$ cat src/rtl/shsd_pkg.sv
// shared types and constants for the sync header deframer
// no dependencies
package shsd_pkg;

    localparam int BYTE_W       = 8;
    localparam int HDR_LEN_W    = 3;
    localparam int CFG_INDEX_W  = 2;
    localparam int QUEUE_DEPTH  = 2;
    localparam int QUEUE_PTR_W  = $clog2(QUEUE_DEPTH);
    localparam int QUEUE_CNT_W  = $clog2(QUEUE_DEPTH + 1);

    localparam logic [BYTE_W-1:0]    SYNC_VALUE_RST     = 8'hAA;
    localparam logic [HDR_LEN_W-1:0] HEADER_LENGTH_RST  = 3'd4;
    localparam logic [BYTE_W-1:0]    PAYLOAD_LENGTH_RST = 8'd190;
    localparam logic [BYTE_W-1:0]    POS_MAX            = 8'hFF;

    localparam logic [CFG_INDEX_W-1:0] CFG_SYNC_VALUE     = 2'd0;
    localparam logic [CFG_INDEX_W-1:0] CFG_HEADER_LENGTH  = 2'd1;
    localparam logic [CFG_INDEX_W-1:0] CFG_PAYLOAD_LENGTH = 2'd2;

    typedef struct packed {
        logic [BYTE_W-1:0] frame_byte;
        logic [BYTE_W-1:0] frame_position;
        logic              frame_last;
        logic              checksum_good;
    } result_t;

    typedef struct packed {
        logic [BYTE_W-1:0]    sync_value;
        logic [HDR_LEN_W-1:0] header_length;
        logic [BYTE_W-1:0]    payload_length;
    } cfg_t;

endpackage

$ cat src/rtl/sync_header_sum_checksum_deframer.sv
// top level of the sync header deframer with 8-bit additive checksum
// depends on shsd_pkg, shsd_front, shsd_queue, shsd_back
//
// channel   direction  ports
// cfg       in         cfg_valid cfg_ready cfg_index cfg_data
// s         in         s_valid s_ready s_rx_byte
// m         out        m_valid m_ready m_frame_byte m_frame_position m_frame_last
//                      m_checksum_good
//
// one input transaction per cycle unless m stalls; the front updates count and sum per byte
// a result reaches m through the queue write and then the output register
// s_ready drops only when the two-entry queue is full, i.e. while m is stalled
// synchronous active-low reset clears count, sum, queue and output valid; registers reload defaults
// cfg_ready is always high; a write takes effect on the next cycle
module sync_header_sum_checksum_deframer (
    input  logic                                 aclk,
    input  logic                                 aresetn,
    input  logic                                 cfg_valid,
    output logic                                 cfg_ready,
    input  logic [shsd_pkg::CFG_INDEX_W-1:0]     cfg_index,
    input  logic [shsd_pkg::BYTE_W-1:0]          cfg_data,
    input  logic                                 s_valid,
    output logic                                 s_ready,
    input  logic [shsd_pkg::BYTE_W-1:0]          s_rx_byte,
    output logic                                 m_valid,
    input  logic                                 m_ready,
    output logic [shsd_pkg::BYTE_W-1:0]          m_frame_byte,
    output logic [shsd_pkg::BYTE_W-1:0]          m_frame_position,
    output logic                                 m_frame_last,
    output logic                                 m_checksum_good
);
    import shsd_pkg::*;

    logic    push_valid, push_ready;
    result_t push_data;
    logic    pop_valid, pop_ready;
    result_t pop_data;

    shsd_front u_front (
        .aclk       (aclk),
        .aresetn    (aresetn),
        .cfg_valid  (cfg_valid),
        .cfg_ready  (cfg_ready),
        .cfg_index  (cfg_index),
        .cfg_data   (cfg_data),
        .s_valid    (s_valid),
        .s_ready    (s_ready),
        .s_rx_byte  (s_rx_byte),
        .push_valid (push_valid),
        .push_ready (push_ready),
        .push_data  (push_data)
    );

    shsd_queue u_queue (
        .aclk       (aclk),
        .aresetn    (aresetn),
        .push_valid (push_valid),
        .push_ready (push_ready),
        .push_data  (push_data),
        .pop_valid  (pop_valid),
        .pop_ready  (pop_ready),
        .pop_data   (pop_data)
    );

    shsd_back u_back (
        .aclk             (aclk),
        .aresetn          (aresetn),
        .pop_valid        (pop_valid),
        .pop_ready        (pop_ready),
        .pop_data         (pop_data),
        .m_valid          (m_valid),
        .m_ready          (m_ready),
        .m_frame_byte     (m_frame_byte),
        .m_frame_position (m_frame_position),
        .m_frame_last     (m_frame_last),
        .m_checksum_good  (m_checksum_good)
    );

endmodule

$ cat src/rtl/shsd_queue.sv
// two-entry result queue between the front and back parts
// depends on shsd_pkg
module shsd_queue (
    input  logic              aclk,
    input  logic              aresetn,
    input  logic              push_valid,
    output logic              push_ready,
    input  shsd_pkg::result_t push_data,
    output logic              pop_valid,
    input  logic              pop_ready,
    output shsd_pkg::result_t pop_data
);
    import shsd_pkg::*;

    result_t                mem_reg [QUEUE_DEPTH];
    logic [QUEUE_PTR_W-1:0] wr_ptr_reg, wr_ptr_next;
    logic [QUEUE_PTR_W-1:0] rd_ptr_reg, rd_ptr_next;
    logic [QUEUE_CNT_W-1:0] count_reg, count_next;
    logic                   do_push, do_pop;

    assign push_ready = (count_reg != QUEUE_CNT_W'(QUEUE_DEPTH));
    assign pop_valid  = (count_reg != '0);
    assign pop_data   = mem_reg[rd_ptr_reg];
    assign do_push    = push_valid && push_ready;
    assign do_pop     = pop_valid && pop_ready;

    always_comb begin
        wr_ptr_next = wr_ptr_reg;
        rd_ptr_next = rd_ptr_reg;
        count_next  = count_reg;
        if (do_push) begin
            wr_ptr_next = (wr_ptr_reg == QUEUE_PTR_W'(QUEUE_DEPTH - 1)) ? '0
                                                                        : wr_ptr_reg + 1'b1;
        end
        if (do_pop) begin
            rd_ptr_next = (rd_ptr_reg == QUEUE_PTR_W'(QUEUE_DEPTH - 1)) ? '0
                                                                        : rd_ptr_reg + 1'b1;
        end
        if (do_push && !do_pop) begin
            count_next = count_reg + 1'b1;
        end else if (do_pop && !do_push) begin
            count_next = count_reg - 1'b1;
        end
    end

    always_ff @(posedge aclk) begin
        if (!aresetn) begin
            wr_ptr_reg <= '0;
            rd_ptr_reg <= '0;
            count_reg  <= '0;
        end else begin
            wr_ptr_reg <= wr_ptr_next;
            rd_ptr_reg <= rd_ptr_next;
            count_reg  <= count_next;
        end
    end

    always_ff @(posedge aclk) begin
        if (do_push) begin
            mem_reg[wr_ptr_reg] <= push_data;
        end
    end

endmodule

$ cat src/rtl/shsd_front.sv
// front part: configuration registers, sync hunt, position count and payload sum
// depends on shsd_pkg
module shsd_front (
    input  logic                                 aclk,
    input  logic                                 aresetn,
    input  logic                                 cfg_valid,
    output logic                                 cfg_ready,
    input  logic [shsd_pkg::CFG_INDEX_W-1:0]     cfg_index,
    input  logic [shsd_pkg::BYTE_W-1:0]          cfg_data,
    input  logic                                 s_valid,
    output logic                                 s_ready,
    input  logic [shsd_pkg::BYTE_W-1:0]          s_rx_byte,
    output logic                                 push_valid,
    input  logic                                 push_ready,
    output shsd_pkg::result_t                    push_data
);
    import shsd_pkg::*;

    cfg_t              cfg_reg, cfg_next;
    logic [BYTE_W-1:0] pos_reg, pos_next;
    logic [BYTE_W-1:0] sum_reg, sum_next;
    logic [BYTE_W:0]   end_sum;
    logic [BYTE_W-1:0] end_pos;
    logic              accept;
    logic              hunting;

    assign cfg_ready = 1'b1;
    assign s_ready   = push_ready;
    assign accept    = s_valid && s_ready;
    assign end_sum   = {1'b0, {(BYTE_W - HDR_LEN_W){1'b0}}, cfg_reg.header_length}
                     + {1'b0, cfg_reg.payload_length};
    assign end_pos   = end_sum[BYTE_W] ? POS_MAX : end_sum[BYTE_W-1:0];
    assign hunting   = pos_reg < {{(BYTE_W - HDR_LEN_W){1'b0}}, cfg_reg.header_length};

    always_comb begin
        cfg_next = cfg_reg;
        if (cfg_valid && cfg_ready) begin
            unique case (cfg_index)
                CFG_SYNC_VALUE:     cfg_next.sync_value     = cfg_data;
                CFG_HEADER_LENGTH:  cfg_next.header_length  = cfg_data[HDR_LEN_W-1:0];
                CFG_PAYLOAD_LENGTH: cfg_next.payload_length = cfg_data;
                default:            cfg_next = cfg_reg;
            endcase
        end
    end

    always_comb begin
        pos_next                 = pos_reg;
        sum_next                 = sum_reg;
        push_valid               = 1'b0;
        push_data.frame_byte     = s_rx_byte;
        push_data.frame_position = pos_reg;
        push_data.frame_last     = 1'b0;
        push_data.checksum_good  = 1'b0;
        if (accept) begin
            if (hunting) begin
                if (s_rx_byte == cfg_reg.sync_value) begin
                    push_valid = 1'b1;
                    pos_next   = pos_reg + 1'b1;
                end else begin
                    pos_next = '0;
                    sum_next = '0;
                end
            end else if (pos_reg < end_pos) begin
                push_valid = 1'b1;
                pos_next   = pos_reg + 1'b1;
                sum_next   = sum_reg + s_rx_byte;
            end else if (pos_reg == end_pos) begin
                push_valid              = 1'b1;
                push_data.frame_last    = 1'b1;
                push_data.checksum_good = (s_rx_byte == sum_reg);
                pos_next                = '0;
                sum_next                = '0;
            end else begin
                pos_next = '0;
                sum_next = '0;
            end
        end
    end

    always_ff @(posedge aclk) begin
        if (!aresetn) begin
            cfg_reg.sync_value     <= SYNC_VALUE_RST;
            cfg_reg.header_length  <= HEADER_LENGTH_RST;
            cfg_reg.payload_length <= PAYLOAD_LENGTH_RST;
            pos_reg                <= '0;
            sum_reg                <= '0;
        end else begin
            cfg_reg <= cfg_next;
            pos_reg <= pos_next;
            sum_reg <= sum_next;
        end
    end

endmodule

$ cat src/rtl/shsd_back.sv
// back part: output register that drains the queue onto the result channel
// depends on shsd_pkg
module shsd_back (
    input  logic                        aclk,
    input  logic                        aresetn,
    input  logic                        pop_valid,
    output logic                        pop_ready,
    input  shsd_pkg::result_t           pop_data,
    output logic                        m_valid,
    input  logic                        m_ready,
    output logic [shsd_pkg::BYTE_W-1:0] m_frame_byte,
    output logic [shsd_pkg::BYTE_W-1:0] m_frame_position,
    output logic                        m_frame_last,
    output logic                        m_checksum_good
);
    import shsd_pkg::*;

    logic    out_valid_reg, out_valid_next;
    result_t out_data_reg;

    assign pop_ready      = !out_valid_reg || m_ready;
    assign out_valid_next = pop_ready ? pop_valid : out_valid_reg;

    always_ff @(posedge aclk) begin
        if (!aresetn) begin
            out_valid_reg <= 1'b0;
        end else begin
            out_valid_reg <= out_valid_next;
        end
    end

    always_ff @(posedge aclk) begin
        if (pop_valid && pop_ready) begin
            out_data_reg <= pop_data;
        end
    end

    assign m_valid          = out_valid_reg;
    assign m_frame_byte     = out_data_reg.frame_byte;
    assign m_frame_position = out_data_reg.frame_position;
    assign m_frame_last     = out_data_reg.frame_last;
    assign m_checksum_good  = out_data_reg.checksum_good;

endmodule

$ cat config.mk
export PLATFORM = sky130hd
export DESIGN_NAME = sync_header_sum_checksum_deframer
export DESIGN_NICKNAME = d
export VERILOG_FILES = /design/src/rtl/shsd_pkg.sv /design/src/rtl/sync_header_sum_checksum_deframer.sv /design/src/rtl/shsd_queue.sv /design/src/rtl/shsd_front.sv /design/src/rtl/shsd_back.sv
export SDC_FILE = /design/constraint.sdc
export NUM_CORES = 1
export LEC_CHECK = 0
export BUFFER_PORTS_ARGS = -buffer_cell sky130_fd_sc_hd__buf_2
export CAP_MARGIN = 30
export CORE_MARGIN = 3
export CORE_UTILIZATION = 35
export DETAILED_ROUTE_END_ITERATION = 10
export PLACE_DENSITY = 0.57
export SLEW_MARGIN = 15
export SYNTH_ARGS = -nofsm -noshare
export SYNTH_HDL_FRONTEND = slang
export SYNTH_HIERARCHICAL = 1
export SYNTH_SLANG_ARGS = --single-unit
export TNS_END_PERCENT = 50
$ cat constraint.sdc
create_clock -name aclk -period 8.45 [get_ports aclk]
set_input_delay 0.845 -clock aclk [delete_from_list [all_inputs] [get_ports aclk]]
set_output_delay 0.845 -clock aclk [all_outputs]
set_load 0.01 [all_outputs]
# ---- Word-level counts from Yosys, hierarchy flattened
# Memory sizes are Yosys's and may differ from the RTL's. A register that Yosys moved wholly into a read port is not among the register bits.
# Cells that the tools add are included.
dict set report classes {
  addsub 7
  magnitude_cmp 2
  n_eq_ne 7
  mux 22
  reduce_logical 16
}
# op count
set ops {}
lappend ops {{$mux W8} 7}
lappend ops {{$eq A8 B8 Y1} 3}
lappend ops {{$mux W2} 6}
lappend ops {{$add A3 B8 Y9} 1}
lappend ops {{$mux W1} 9}
lappend ops {{$add A8 B1 Y8 const B} 1}
lappend ops {{$add A8 B8 Y8} 1}
lappend ops {{$lt A8 B3 Y1} 1}
lappend ops {{$lt A8 B8 Y1} 1}
lappend ops {{$reduce_and A2 Y1} 4}
lappend ops {{$logic_and A1 B1 Y1} 5}
lappend ops {{$ne A2 B2 Y1 const B} 2}
lappend ops {{$reduce_bool A2 Y1} 2}
lappend ops {{$logic_not A1 Y1} 3}
lappend ops {{$add A1 B1 Y1 const B} 2}
lappend ops {{$add A2 B1 Y2 const B} 1}
lappend ops {{$eq A2 B1 Y1 const B} 1}
lappend ops {{$eq A2 B2 Y1 const B} 1}
lappend ops {{$logic_not A2 Y1} 1}
lappend ops {{$sub A2 B1 Y2 const B} 1}
lappend ops {{$logic_or A1 B1 Y1} 1}
dict set report totals {
  regBits 40
  ramBits 36
  out_inout_bits 21
  elab_cells 64
  mem_count 1
}
# memory depth width rd rd_clocked_by_memory_dff wr line
set memory_table {}
lappend memory_table {u_queue.mem_reg 2 18 1 1 1 shsd_queue.sv:15} ;# result_t mem_reg [QUEUE_DEPTH];

# ---- Longest topological paths before layout
# Gate-level depths: netlist (run 1).
dict set report logic_depth {
  depth_word 12
  mapped_depth 19
}

# ---- By module
# The synthesis (run 1) kept the hierarchy.
# module n_inst cells_per_inst area_per_inst_um2
set modules_own_cells {}
lappend modules_own_cells {shsd_front 1 266 2289.7}
lappend modules_own_cells {shsd_queue 1 80 1539.0}
lappend modules_own_cells {shsd_back 1 23 598.1}

# ---- Least setup slack after synthesis (run 1)
# No wires, ideal clock.
dict set report synth_path {
  kind {flip-flop to flip-flop}
  from {reg u_front/cfg_reg[0] (netlist bit)}
  to {mem u_queue/mem_reg[1][0] (netlist bit), enable pin}
  setup_ns 0.376
  t_arrival_ns 3.300
  required_time_ns 8.074
  slack_ns 4.774
  stages_incl_launch_ff 16
  path_cell_list {dfxtp_1 > ha_1 > fa_1 > and2_1 > o21a_1 > nand2_1 > nor2_1 > nor2_1 > ha_1 > a21o_1 > a21o_1 > a21o_1 > nor2_1 > nor2_1 > nor3_1 > and3_1}
}
dict set report synth_via {
  elab_chain_cells 10
  word_cells_on_any_way 11
}
# item line
set synth_rtl {}
lappend synth_rtl {{start, declared} shsd_front.sv:19} ;# cfg_t cfg_reg, cfg_next;
lappend synth_rtl {{start signal, assigned} shsd_front.sv:89} ;# cfg_reg <= cfg_next;
lappend synth_rtl {{$add A3 B8 Y9 *} shsd_front.sv:31} ;# + {1'b0, cfg_reg.payload_length};
lappend synth_rtl {{$mux W8 *} shsd_front.sv:32} ;# assign end_pos = end_sum[BYTE_W] ? POS_MAX : end_sum[BYTE_W-1:0];
lappend synth_rtl {{parallel branches: the longest is 2 deep, another holds $lt A8 B8 Y1} n/a}
lappend synth_rtl {{$mux W1 *} shsd_front.sv:64} ;# end else if (pos_reg < end_pos) begin
lappend synth_rtl {{$mux W1 *} shsd_front.sv:56} ;# if (hunting) begin
lappend synth_rtl {{$mux W1 *} shsd_front.sv:55} ;# if (accept) begin
lappend synth_rtl {{via push_valid} sync_header_sum_checksum_deframer.sv:34} ;# logic push_valid, push_ready;
lappend synth_rtl {{$logic_and A1 B1 Y1 *} shsd_queue.sv:24} ;# assign do_push = push_valid && push_ready;
lappend synth_rtl {{$mux W1 *} shsd_queue.sv:59} ;# if (do_push) begin
lappend synth_rtl {{$mux W1 (not written as such) *} shsd_queue.sv:60} ;# mem_reg[wr_ptr_reg] <= push_data;
lappend synth_rtl {{end, declared} shsd_queue.sv:15}
# Mark *: on every way through the listed nets, which the timed path passes.

# ---- Worst setup path in the final report (run 1)
dict set report layout_path {
  from {reg u_front/cfg_reg[8] (netlist bit)}
  to {mem u_queue/mem_reg[1][13] (netlist bit), enable pin}
}
dict set report layout_via {
  elab_chain_cells 10
  word_cells_on_any_way 12
}
# item line
set layout_rtl {}
lappend layout_rtl {{parallel branches: the longest is 5 deep, another holds $add A3 B8 Y9} n/a}
lappend layout_rtl {{$mux W1 *} shsd_front.sv:56}
lappend layout_rtl {{$mux W1 *} shsd_front.sv:55}
lappend layout_rtl {{via push_valid} sync_header_sum_checksum_deframer.sv:34}
lappend layout_rtl {{$logic_and A1 B1 Y1 *} shsd_queue.sv:24}
lappend layout_rtl {{$mux W1 *} shsd_queue.sv:59}
lappend layout_rtl {{$mux W1 (not written as such) *} shsd_queue.sv:60}
# Marks and branches as above.

==> out/metrics.cfg, run 1 <==
[run_status]
status = complete, no violations

[die]
ios = 44
die_w_um = 118
core_sq_um = 12200
die_h_um = 118
start_util_pct = 36.3
die_area_sq_um = 14000
rows = 40

[yosys]
synth_edf_count = 54
ys_warn_count = 6
synth-seq-cells = 95
synthCells = 369
synthArstFlopShare_pct = 0
yosysSeqAreaShare_pct = 55.2
synth_cell_type_count = 52
synth_flop_cell = edfxtp_1
syn_area_per_cell_sq_um = 12.0
netlist_area_sq_um = 4430
syn_nets = 416

[sta]
finalSetupViolCount = 0
fin_crit_ns = 4.11
tightest_slew_ns = 0.812
hold_violations = 0
slew_viol_final = 0
grt_setup_unrepaired = false
maxSlewHeadroom_pct = 45.8
whs_ns = 0.477
skew_ns = 0.00507
setup_tns_ns = 0
post-route-period-util_pct = 48.6
clock.fmax_mhz = 243

[worst_setup_path]
arrival_ns = 4.08
critical_path_class = register to register
cp-start-kind = register
worstPathRequired_ns = 8.42
worst_r2r_startpoint = u_front/cfg_reg[8]
path_max_fanout = 18
reg2reg_slack_ns = 4.34
cp-end-kind = register
cp-startpoint = u_front/cfg_reg[8]

[routing]
drt_iter0_markers = 99
drc = 0
wl_per_cell_um = 14.1
ant_nets = 0
viasPerCell = 4.80
drt-total-wl_um = 8180
vias = 2773
first_pass_iters = 4

[clock_network]
clkSinkCount = 95
ctsResizeCount = 0
cts_buffer_depth = 2
ctsHtreeMaxLevel = 3
clk_pin_slew_ns = 0.07
worstSkewPairLatency_ns = 0.34
hold_buffers = 0
cts_tree = yes
clock-root-buffer = clkbuf_16
cts_made_buffers = 9
cts_setup_buffers = 0

[power_and_ir_drop]
p_sw_mw = 0.330
power_mw = 1.19
switching_share_pct = 27.8
combinationalPowerShare_pct = 18.1
p_leak_nw = 1.97
ir_drop_mv = 0.0908
clkPwrFrac_pct = 32.6
cellPowerDensity_nw_per_um2 = 236
seqPwrFrac_pct = 49.3
internal-power_mw = 0.857

[final_layout]
final_common_cell = edfxtp_1
largest_register_ffs = 36
layout-drive-gt1-share_pct = 23.4
fin_util_pct = 41.2
stdcell_count = 578
fin_nets = 452
antenna_cells = 0
final_cell_mix = edfxtp_1, buf_2, dfxtp_1
area.growth.synth_to_final_pct = 13.7

[hold_path]
hold_class = register to register
hp-start = u_front/cfg_reg[0]

[placed_design]
dp_hpwl_um = 5920
place.port_buffers = 42
place_inst = 562
place.gp.congestion = 0.756

[global_routing]
grt_pass1_wl_um = 13800
antenna_found_initial = 0
overflow = 0
first_global_vias = 2755
grt_start_max_net_pins = 37
track_usage_pct = 12.3

[run]
max_cap_viol_count = 0

==> synthesized netlist by cell type, types with 9 or more instances <==
master    count  area (sq um)
a21oi_1       9          45.0
nand3_1      12          60.1
nor2b_1      14          87.6
edfxtp_1     54          1620
mux2_2       19           214
dfxtp_1      41           821
buf_4        11          82.6
xor2_1       17           149
mux2i_1      10           100
ha_1         22           275
nand2_1      37           139
xnor2_1      10          87.6
nor2_1       23          86.3
==> path summary, 6_finish.rpt <==
check        cells after the start                     end
max                             15  u_queue/mem_reg[1][13]
min                              2      u_front/cfg_reg[0]
max reg2reg                     15  u_queue/mem_reg[1][13]
min reg2reg                      2      u_front/cfg_reg[0]
==> power by group through the flow <==
stage	sequential, mW	clock, mW	combinational, mW
floorplan	0.607	0	0.140
global placement	0.596	0	0.215
detailed placement	0.597	0	0.218
CTS	0.587	0.402	0.219
global route	0.594	0.418	0.240
finish	0.585	0.387	0.215
==> layout make-up <==
type                       instances  area, sq um
sequential                        95         2440
inverter                           7         26.3
clock inverter                     7         63.8
multi-input combinational        249         1850
fill                            1223         7180
clock buffer                       9          225
timing repair buffer              43          218
tap                              168          210
==> worst max-delay path: stages, from the launching register on <==
cell and delay (ns):
dfxtp_1 0.34, ha_1 0.21, fa_1 0.38, and2_1 0.16, o21a_1 0.22, nand2_1 0.12, nor2_1 0.08, nor2_1 0.12
ha_1 0.26, a21o_1 0.18, a21o_1 0.17, a21o_1 0.22, nor2_1 0.15, nor2_1 0.07, nor3_1 0.31, and3_1 0.76
==> cell families (layout without fill, tap and decap cells) <==
logic type,after synthesis,count (layout),share of synthesized area (%)
buffers and inverters,25,66,3.08
AND/OR/NAND/NOR,124,124,14.9
other,1,1,0.0847
AO/OA/AOI/OAI,44,44,7.21
flip-flops,95,95,55.2
adder cells (fa/ha/maj),24,24,7.12
XOR/XNOR,27,27,5.34
multiplexers,29,29,7.09
==> per-stage QoR <==
stage	instance area, sq um	worst slack (ns)
detailed placement	4740	4.34
CTS	5030	4.30
global placement	4740	4.47
finish	5030	4.34
global route	5030	3.97
floorplan	4430	4.77
==> metal layers <==
| metal | global-route usage (%) | wire (um) |
|---|---|---|
| met5 | 0 | 0 |
| met4 | 5.14 | 152 |
| met3 | 3.30 | 377 |
| met2 | 19.4 | 3770 |
| met1 | 16.1 | 3880 |
(Power assumes the default switching activity.)
==> inputs of run 2 (changes only) <==
- PLACE_DENSITY: 0.57 -> 0.59
- clock period: 8.45 -> 3.77 ns (I/O delays scaled with it)
==> out/metrics.cfg, run 2 (same netlist as run 1, synthesis figures left out) <==
[run_status]
status = complete, no violations

[final_layout]
final_cell_mix = edfxtp_1, buf_2, dfxtp_1
final_common_cell = edfxtp_1
antenna_cells = 0  ; unchanged
fin_nets = 462  ; +2.2%
layout-drive-gt1-share_pct = 27.6  ; +4.2 points
largest_register_ffs = 36  ; unchanged
area.growth.synth_to_final_pct = 17.0

[clock_network]
ctsHtreeMaxLevel = 3  ; unchanged
clk_pin_slew_ns = 0.07  ; about the same
worstSkewPairLatency_ns = 0.34  ; about the same
cts_buffer_depth = 2  ; unchanged
hold_buffers = 0  ; unchanged
clock-root-buffer = clkbuf_16
cts_made_buffers = 9  ; unchanged
cts_tree = yes
clkSinkCount = 95  ; unchanged

[sta]
setup_slack_ns = 0.0921  ; -4.25 ns
hold_violations = 0  ; unchanged
slew_viol_final = 0  ; unchanged
skew_ns = 0.00694  ; +0.00187 ns
tightest_slew_ns = 0.809  ; -0.00292 ns
fin_crit_ns = 3.68  ; -0.429 ns
clock.fmax_mhz = 272  ; +12%
maxSlewHeadroom_pct = 46.0  ; +0.12 points
post-route-period-util_pct = 97.6  ; +49 points
finalSetupViolCount = 0  ; unchanged

[worst_setup_path]
cp_cell_sequence = ha_2, fa_2, and2_4, o21a_2, nand2_2, nor2_1, nor2_1, ha_1, a21o_1, a21o_1, a21o_1, nor2_2, nor2_1, nor3_2, and2_4, ha_4, or3_1, a21boi_1
max_stage_delay_ns = 0.35  ; -0.41 ns
cpMaxStageDelayCell = or3_1
cp-start-kind = register
critical_path_class = register to register
arrival_ns = 3.94  ; -0.14 ns
worstPathRequired_ns = 4.04  ; -4.38 ns
path_max_fanout = 4  ; -14
reg2reg_slack_ns = 0.09  ; -4.25 ns
cp-end-kind = register
crit_buf_inv = 0  ; unchanged
critical_path.top_delay_family = simple AND/OR/NAND/NOR gates

[hold_path]
hold_class = input port to register

[placed_design]
place.gp.congestion = 0.818  ; +8.2%
dp_hpwl_um = 5920  ; about the same
place.port_buffers = 42  ; unchanged
dp_slack_ns = -0.187  ; -4.53 ns

[global_routing]
overflow = 0  ; unchanged
grt_start_max_net_pins = 37  ; unchanged
antenna_found_initial = 0  ; unchanged
track_usage_pct = 12.0  ; -0.30 points
grt_pass1_wl_um = 13500  ; -2.4%
first_global_vias = 2666  ; -3.2%

[routing]
dr_wl_met3_um = 403  ; +6.9%
first_pass_iters = 5  ; +1
drc = 0  ; unchanged
met2_length_um = 3820  ; +1.4%
viasPerCell = 4.73  ; -1.3%
wl_per_cell_um = 14.1  ; -0.55%
drt_iter0_markers = 152  ; +54%
vias = 2784  ; +0.40%
met1_length_um = 3980  ; +2.4%
ant_nets = 0  ; unchanged
drt-total-wl_um = 8270  ; +1.2%
top_layer_used = met4

[run]
max_cap_viol_count = 0  ; unchanged

[die]
core_sq_um = 12200  ; unchanged
die_h_um = 118  ; unchanged
rows = 40  ; unchanged
ios = 44  ; unchanged
start_util_pct = 36.3  ; unchanged
die_w_um = 118  ; unchanged
die_area_sq_um = 14000  ; unchanged

[power_and_ir_drop]
cellPowerDensity_nw_per_um2 = 531  ; +130%
p_leak_nw = 2.04  ; +3.6%
power_mw = 2.75  ; +130%
ir_drop_mv = 0.226  ; +150%

[run 2: cell types whose count changed in the layout (fill, tap and decap cells not counted), sizes merged]
cell	delta
bufinv	+1
buf	+10
inv	-1
clkinv	+1
clkinvlp	-1
[run 2: area by class of cell]
class | count | area (sq um)
Clock buffer | 9 | 225
Clock inverter | 7 | 88.8
Sequential cell | 95 | 2440
Tap cell | 168 | 210
Timing Repair Buffer | 53 | 305
Multi-Input combinational cell | 249 | 1880
Fill cell | 1147 | 7030
Inverter | 7 | 26.3
[run 2: report_power, final]
part	leakage (nW)	internal (mW)	switching (mW)
logic	1.03	0.230	0.277
clock network	0.155	0.529	0.401
registers	0.853	1.24	0.0721
[run 2: tightest hold or removal path, cell delays in order]
cell and delay, ns:
buf_2 0.09, nand2_1 0.05, nand3_1 0.07
[run 2: what timing repair did]
action	CTS	global route
cloned	0	0
endpoints found under the setup margin	14	1
buffers inserted	1	3
pin swaps	1	8
gates resized for setup	2	8
[run 2: worst paths after layout]
path                        from              endpoint  cells after the start
min reg2reg  u_front/cfg_reg[16]   u_front/cfg_reg[16]                      2
max           u_front/cfg_reg[0]  u_queue/count_reg[1]                     18
min                  cfg_data[3]    u_front/cfg_reg[3]                      3
max reg2reg   u_front/cfg_reg[0]  u_queue/count_reg[1]                     18
[run 2: layer usage]
layer  track usage, %  up-vias
met1             15.9     1318
met3             3.64        6
li1                 -     1403
met2             18.8       57
met4             4.06        0
met5                0        -
[run 2: metrics by stage]
step / TNS [ns] / instance area, sq um / utilization, % / instances / hold WS, ns
final: 0 / 5180 / 42.4 / 588 / 0.277
after global routing: -0.0245 / 5180 / 42.4 / 588 / 0.275
after CTS: 0 / 5130 / 42.0 / 585 / 0.264
after detailed placement: -0.199 / 4800 / 39.3 / 568 / 0.481
after global placement: -0.0340 / 4800 / 39.3 / 568 / 0.463
after floorplan: 0 / 4430 / - / 369 / 0.447
